===== src/rtl/ihp_ram.sv =====
`timescale 1ns / 1ps
// ----------------------------------------------------------------------------
// ihp_ram
// Generic single-port-write, single-port-read RAM with registered read.
// ----------------------------------------------------------------------------
module ihp_ram #(
	parameter int W = 8,
	parameter int D = 16
) (
	input  logic                 clk,
	input  logic                 wr_en,
	input  logic [$clog2(D)-1:0] wr_addr,
	input  logic [W-1:0]         wr_data,
	input  logic                 rd_en,
	input  logic [$clog2(D)-1:0] rd_addr,
	output logic [W-1:0]         rd_data
);

	logic [W-1:0] mem [D];

	always_ff @(posedge clk) begin
		if (wr_en) begin
			mem[wr_addr] <= wr_data;
		end
		if (rd_en) begin
			rd_data <= mem[rd_addr];
		end
	end

endmodule


===== config.mk =====
export PLATFORM = sky130hd
export DESIGN_NAME = ihp_ram
export DESIGN_NICKNAME = d
export VERILOG_FILES = /design/src/rtl/ihp_ram.sv
export SDC_FILE = /design/constraint.sdc
export NUM_CORES = 1
export LEC_CHECK = 0
export ABC_AREA = 1
export BUFFER_PORTS_ARGS = -buffer_cell sky130_fd_sc_hd__buf_2
export CAP_MARGIN = 20
export CELL_PAD_IN_SITES_DETAIL_PLACEMENT = 1
export CELL_PAD_IN_SITES_GLOBAL_PLACEMENT = 1
export CORE_ASPECT_RATIO = 0.7
export CORE_MARGIN = 2
export CORE_UTILIZATION = 44
export DETAILED_ROUTE_END_ITERATION = 10
export GPL_ROUTABILITY_DRIVEN = 0
export PLACE_DENSITY = 0.74
export RECOVER_POWER = 50
export SYNTH_ARGS = -nofsm -noshare
export SYNTH_HDL_FRONTEND = slang
export SYNTH_SLANG_ARGS = --single-unit

===== constraint.sdc =====
create_clock -name clk -period 1.14 [get_ports clk]
set_clock_uncertainty 0.2 [all_clocks]
set_input_delay 0.057 -clock clk [delete_from_list [all_inputs] [get_ports clk]]
set_output_delay 0.057 -clock clk [all_outputs]
set_load 0.02 [all_outputs]

==> results of run 1 <==
-- timing repair --
action	in CTS	in global routing
hold buffers	10	0
setup endpoints to repair	16	16
gates resized for setup	33	43
endpoints found under the hold margin	141	0
buffers inserted	0	0
pin swaps	16	21
-- cell families after synthesis --
logic type | count (synthesis) | share of synthesized area [%]
buffers and inverters | 126 | 9.39
DFF | 136 | 69.8
and+or+nand+nor | 289 | 20.8
-- sequential cells by signal, indices dropped and copies added (netlist names) --
signal	cells
mem	128
rd_data	8
-- layer usage --
layer / routed length [um] / vias to the layer above
met4: 245 / 0
met1: 7380 / 2118
met3: 964 / 23
li1: - / 1904
met2: 8070 / 136
met5: 0 / -
-- through the flow --
stage / instance area [um^2] / worst slack, ns / TNS (ns) / power (mW)
2_1_floorplan: 5860 / -0.0678 / -5.81 / 6.19
3_3_place_gp: 6400 / -0.290 / -11.00 / 6.55
3_5_place_dp: 6400 / -0.355 / -14.78 / 6.58
4_1_cts: 7160 / -0.177 / -2.10 / 11.6
5_1_grt: 7240 / -0.229 / -3.00 / 12.0
6_report: 7240 / -0.196 / -1.97 / 11.6
-- power by group --
part	switching (mW)	internal [mW]
clock	2.04	2.95
combinational	0.619	0.317
sequential	0.0403	5.64
-- worst min-delay path, delay by kind of cell --
| kind | cells | cell delay [ns] |
|---|---|---|
| buf+inv | 3 | 0.32 |
| simple gates | 3 | 0.20 |
-- layout make-up --
| type | instances | area [um^2] |
|---|---|---|
| clock inverter | 11 | 82.6 |
| sequential | 136 | 4080 |
| fill | 1391 | 5810 |
| timing repair buffer | 67 | 568 |
| clock buffer | 21 | 440 |
| multi-input combinational | 289 | 1480 |
| inverter | 102 | 383 |
| tap | 166 | 208 |
-- cells in the final DEF, fill, tap and decap left out --
cell	instances
nand2_1	157
edfxtp_1	136
inv_1	99
nand3_1	56
nand3_2	39
clkbuf_16	17
nand2_2	16
nor2_1	16
buf_2	14
clkbuf_2	12
clkbuf_1	10
dlygate4sd3_1	10
buf_6	8
buf_4	8
buf_12	7
clkinv_2	6
inv_2	3
nand3_4	2
nand3b_1	2
clkinv_1	2
clkinvlp_4	2
dlymetal6s2s_1	2
nor2_2	1
bufinv_16	1
-- how the worst max path moves through the flow --
stage,to,cells after the start,slack [ns]
6_report,rd_data[3],6,-0.20
5_1_grt,rd_data[6],6,-0.23
4_1_cts,rd_data[4],6,-0.18
3_5_place_dp,rd_data[5],8,-0.35
3_3_place_gp,rd_data[3],9,-0.29
2_1_floorplan,mem[11][0],2,-0.07
==> metrics.yaml, run 1 <==
status:
  outcome: "complete, but fails checks"
  failed_checks: "setup timing"
sta:
  setup_viol: 16
  hold_slack_ns: 0.0612
  layout_worst_path_cycle_share_pct: 117
  rsz0062_at_grt: "true"
  final-hold-violation-count: 0
  min_period_ns: 1.34
  slew_viol_final: 0
  tightest_slew_ns: 0.551
  relSlewSlack_pct: 63.3
  max_freq_ghz: 0.749
  fin_ws_ns: -0.196
placed_design:
  place_hpwl_um: 10400
  io_buffers: 26
  dp_cells: 750
yosys:
  synth_edf_count: 136
  netlist_area_um2: 5850
  synthTopCellsByArea: "edfxtp_1, nand2_1, nand3_1, inv_1, buf_6"
  synthTopCellsByCount: "nand2_1, edfxtp_1, inv_1"
  synthCells: 551
  yosys.area.top_type: "edfxtp_1"
  synth_seq_area_share_pct: 69.8
  synth-seq-cells: 136
  synth_fp_nets: 570
  yosys_most_used_dff: "edfxtp_1"
  synth.distinct_cells: 11
  netlist.area_leader.share_pct: 69.8
  syn-mean-instance-area_um2: 10.6
  synth.most_common_cell: "nand2_1"
  synthArstFlopShare_pct: 0
  yosysWarnings: 0
layout:
  drive_gt1_share_pct: 21.7
  nets: 632
  post-route-util_pct: 55.5
  layout.cells.non_filler: 792
  layout-area-overhead-vs-synth_pct: 23.9
  diodes: 0
global_routing:
  met2_usage_pct: 40.6
  top_usage_layer: "met2"
  grt_util_met3_pct: 6.87
  grtUsageTotal_pct: 25.1
  overflow: 0
  first_global_vias: 4394
  antenna_found_initial: 0
  grt_max_degree: 47
  grt_pass1_wl_um: 25200
  met1_usage_pct: 33.2
drt:
  dr.pass1.iters: 4
  vias: 4181
  avgRoutedWirePerCell_um: 21.0
  ant_nets: 0
  drc: 0
  wl_um: 16700
  drt-vias-per-instance: 5.28
  drtIter0Drc: 333
cts:
  cts_buffers: 17
  clk_latency_ns: 0.43
  cts-htree-levels: 4
  cts_tree: "yes"
  clockBufferDepth: 2
  clkTransAtPathRegs_ns: 0.06
  clock-sinks: 136
  clockRootBuffer: "clkbuf_16"
floorplan:
  start_util_pct: 44.8
  coreArea_um2: 13100
  die_h_um: 100
  die_x_um: 142
  rows: 35
  dieArea_um2: 14200
  pin_count: 27
worst_setup_path:
  startpoint: "mem[11][3]"
  arrival_ns: 1.31
  crit_buf_inv: 0
  worstSetupEndpointType: "flip-flop"
  cp_max_fo: 1
  timing.critical_path.cells: "nand2_1 > nand2_1 > nand2_2 > nand3_1 > nand3_2 > nand2_1"
  slowest_stage: "edfxtp_1"
  cp-start-kind: "flip-flop"
  cp_data_required_time_ns: 1.12
  path_class: "reg -> reg"
  path_delay_family: "simple AND/OR/NAND/NOR gates"
  r2r-end: "rd_data[3]"
  r2r-start: "mem[11][3]"
  rr_worst_depth: 6
  slowest_delay_ns: 0.35
  rrSetupSlack_ns: -0.20
  crit_top_cell: "nand2_1"
hold_path:
  holdPathStages: 6
  hp-class: "in -> reg"
  hold-path-endpoint: "rd_data[4]"
  min_from: "rd_addr[2]"
power:
  p_per_area_nw_per_um2: 1600
  vdd_ir_drop_max_mv: 1.17
  p_leak_nw: 3.13
job:
  cap_violations: 0
No activity file was read; power rests on OpenSTA's default activity.
==> inputs of run 2 (changes only) <==
--- a/config.mk
+++ b/config.mk
@@ -5,17 +5,17 @@
 export SDC_FILE = /design/constraint.sdc
 export NUM_CORES = 1
 export LEC_CHECK = 0
-export ABC_AREA = 1
+export ABC_AREA = 0
 export BUFFER_PORTS_ARGS = -buffer_cell sky130_fd_sc_hd__buf_2
 export CAP_MARGIN = 20
 export CELL_PAD_IN_SITES_DETAIL_PLACEMENT = 1
 export CELL_PAD_IN_SITES_GLOBAL_PLACEMENT = 1
 export CORE_ASPECT_RATIO = 0.7
 export CORE_MARGIN = 2
-export CORE_UTILIZATION = 44
+export CORE_UTILIZATION = 48
 export DETAILED_ROUTE_END_ITERATION = 10
 export GPL_ROUTABILITY_DRIVEN = 0
-export PLACE_DENSITY = 0.74
+export PLACE_DENSITY = 0.73
 export RECOVER_POWER = 50
 export SYNTH_ARGS = -nofsm -noshare
 export SYNTH_HDL_FRONTEND = slang
==> run 2 against run 1 <==
Compared with the run above: the run still ends with setup timing left; core utilization up 9.5 points; register-to-register slack worse by 0.30 ns; routed wire length down 38%; worst hold slack worse by 0.017 ns; design area down 5.9%; setup slack worse by 0.30 ns; clock-buffer cell count down 4; largest power group is now clock.
==> metrics.yaml, run 2 <==
layout:
  layout_commonest_cell: "edfxtp_1"
  largestRegisters: "mem: 128 flops, rd_data: 8 flops"
  largest_reg_flops: 128
  layout-area-overhead-vs-synth_pct: 30.3
  diodes: 0
  n_fill_cell: 859
  largest-register: "mem"
  drive_gt1_share_pct: 44.8
  post-route-util_pct: 65.0
  final_cell_mix: "edfxtp_1, mux4_2, buf_12"
  nets: 330
yosys:
  synth_fp_nets: 248
  synth_mux_area_share_pct: 14.8
  synth-seq-cells: 136
  synthTopCellsByCount: "edfxtp_1, mux4_2, a22oi_1"
  netlist.area_leader.share_pct: 78.1
  synthCells: 229
  synth_edf_count: 136
  synth_seq_area_share_pct: 78.1
  synth_fa_ha_area_share_pct: 0
  syn-mean-instance-area_um2: 22.8
  synth.most_common_cell: "edfxtp_1"
  yosys.area.top_type: "edfxtp_1"
  synth_compound_area_share_pct: 2.30
  synthTopCellsByArea: "edfxtp_1, mux4_2, mux4_1, a22oi_1, nor2_1"
  yosys_most_used_dff: "edfxtp_1"
  yosysWarnings: 0
  synth.distinct_cells: 18
  synth_top_family_by_area: "multiplexers"
  synthArstFlopShare_pct: 0
  synth_xor_area_share_pct: 0
  synthSimpleGateAreaFrac_pct: 3.14
  netlist_area_um2: 5230
drt:
  drc: 0
  drt-vias-per-instance: 5.58
  drtIter0Drc: 255
  wl_um: 10400
  ant_nets: 0
  avgRoutedWirePerCell_um: 22.8
  vias: 2544
  dr.pass1.iters: 4
global_routing:
  grt_pass1_wl_um: 16300
  overflow: 0
  grt_max_degree: 17
  grtUsageTotal_pct: 20.0
  antenna_found_initial: 0
  first_global_vias: 2805
status:
  outcome: "complete, but fails checks"
  failed_checks: "setup timing"
power:
  vdd_ir_drop_max_mv: 1.04
  sw_frac_of_total_pct: 19.3
  power_frac_comb_pct: 5.9
  p_int_mw: 9.83
  p_seq_share_pct: 46.6
  p_per_area_nw_per_um2: 1790
  switching_power_mw: 2.35
  p_leak_nw: 2.27
  pwr-share-clk_pct: 47.5
cts:
  cts_tree: "yes"
  cts_buffers: 17
  cts-htree-levels: 4
  clock-sinks: 136
  clockRootBuffer: "clkbuf_16"
  clockBufferDepth: 2
  clkTransAtPathRegs_ns: 0.06
  clk_latency_ns: 0.41
floorplan:
  die_x_um: 129
  pin_count: 27
  coreArea_um2: 10500
  start_util_pct: 49.9
  dieArea_um2: 11800
  rows: 31
  die_h_um: 91.3
sta:
  setup_viol: 16
  tightest_slew_ns: 0.808
  relSlewSlack_pct: 46.0
  min_period_ns: 1.64
  max_freq_ghz: 0.610
  layout_worst_path_cycle_share_pct: 144
  final-hold-violation-count: 0
  rsz0062_at_grt: "true"
  slew_viol_final: 0
  fin_ws_ns: -0.499
worst_setup_path:
  r2r-end: "rd_data[0]"
  path_class: "reg -> reg"
  cp_data_required_time_ns: 1.09
  rr_worst_depth: 3
  arrival_ns: 1.59
  endpoint: "rd_data[0]"
  cp_max_fo: 1
  rrSetupSlack_ns: -0.50
  cp-start-kind: "flip-flop"
  startpoint: "mem[0][0]"
  r2r-start: "mem[0][0]"
  worstSetupEndpointType: "flip-flop"
placed_design:
  place_ws_ns: -0.647
  io_buffers: 26
  place_hpwl_um: 6830
job:
  cap_violations: 0
hold_path:
  hp-class: "in -> reg"
[run 2: critical path, cell delays in order, from the launching register on]
cell      delay (ns)
edfxtp_1        0.38
mux4_2          0.51
a22oi_2         0.20
nand2_1         0.09
[run 2: per-layer routing]
layer / vias to the layer above / wire length [um] / track usage, %
met1: 1329 / 4440 / 26.6
met2: 68 / 5270 / 31.8
met3: 10 / 577 / 5.72
met5: - / 0 / 0
met4: 0 / 106 / 6.97
li1: 1137 / - / -
[run 2: worst min-delay path by stage]
stage                     startpoint         end  slack, ns  cells past startpoint
final                     wr_addr[3]   mem[0][4]       0.04                      4
after CTS                 wr_addr[3]   mem[0][6]       0.03                      4
after detailed placement  wr_data[4]  mem[10][4]       0.26                      1
after global placement    wr_data[5]  mem[12][5]       0.24                      1
after global routing      wr_addr[3]   mem[0][6]       0.05                      4
after floorplan           wr_data[0]   mem[0][0]      -0.04                      0
[run 2: what timing repair did]
action                                  in CTS  in global routing
endpoints found under the setup margin      16                 16
resized for setup                            8                 10
buffers inserted                             0                  0
hold endpoints to repair                   136                  0
hold buffers                                 9                  0
pin swaps                                    1                  1
[run 2: cell type report]
| type | count | area [um^2] | share of cell area (%) |
|---|---|---|---|
| clock buffer | 17 | 425 | 6.25 |
| clock inverter | 15 | 208 | 3.05 |
| multi-input combinational | 83 | 1150 | 16.9 |
| sequential | 136 | 4080 | 60.0 |
| tap | 132 | 165 | 2.42 |
| timing repair buffer | 73 | 781 | 11.5 |
[run 2: cell families after synthesis]
kind of cell / count (synthesis)
DFF: 136
and+or+nand+nor: 35
muxes: 32
AOI/OAI and AO/OA: 16
buffers and inverters: 10
[run 2: power groups by stage]
stage,registers (mW),clock network [mW],logic (mW)
floorplan,5.79,0,0.338
global placement,5.76,0,0.653
detailed placement,5.77,0,0.676
CTS,5.67,5.88,0.719
global route,5.68,6.08,0.778
finish,5.67,5.79,0.721
[run 2: through the flow]
step	total power [mW]	setup TNS [ns]	instance area (um^2)	hold WS [ns]	std cells
3_3_place_gp	6.42	-34.84	6030	0.243	415
4_1_cts	12.3	-4.19	6790	0.0317	456
2_1_floorplan	6.13	-13.72	5330	-0.0441	229
5_1_grt	12.5	-4.74	6810	0.0508	456
3_5_place_dp	6.44	-36.94	6030	0.258	415
6_report	12.2	-3.97	6810	0.0440	456
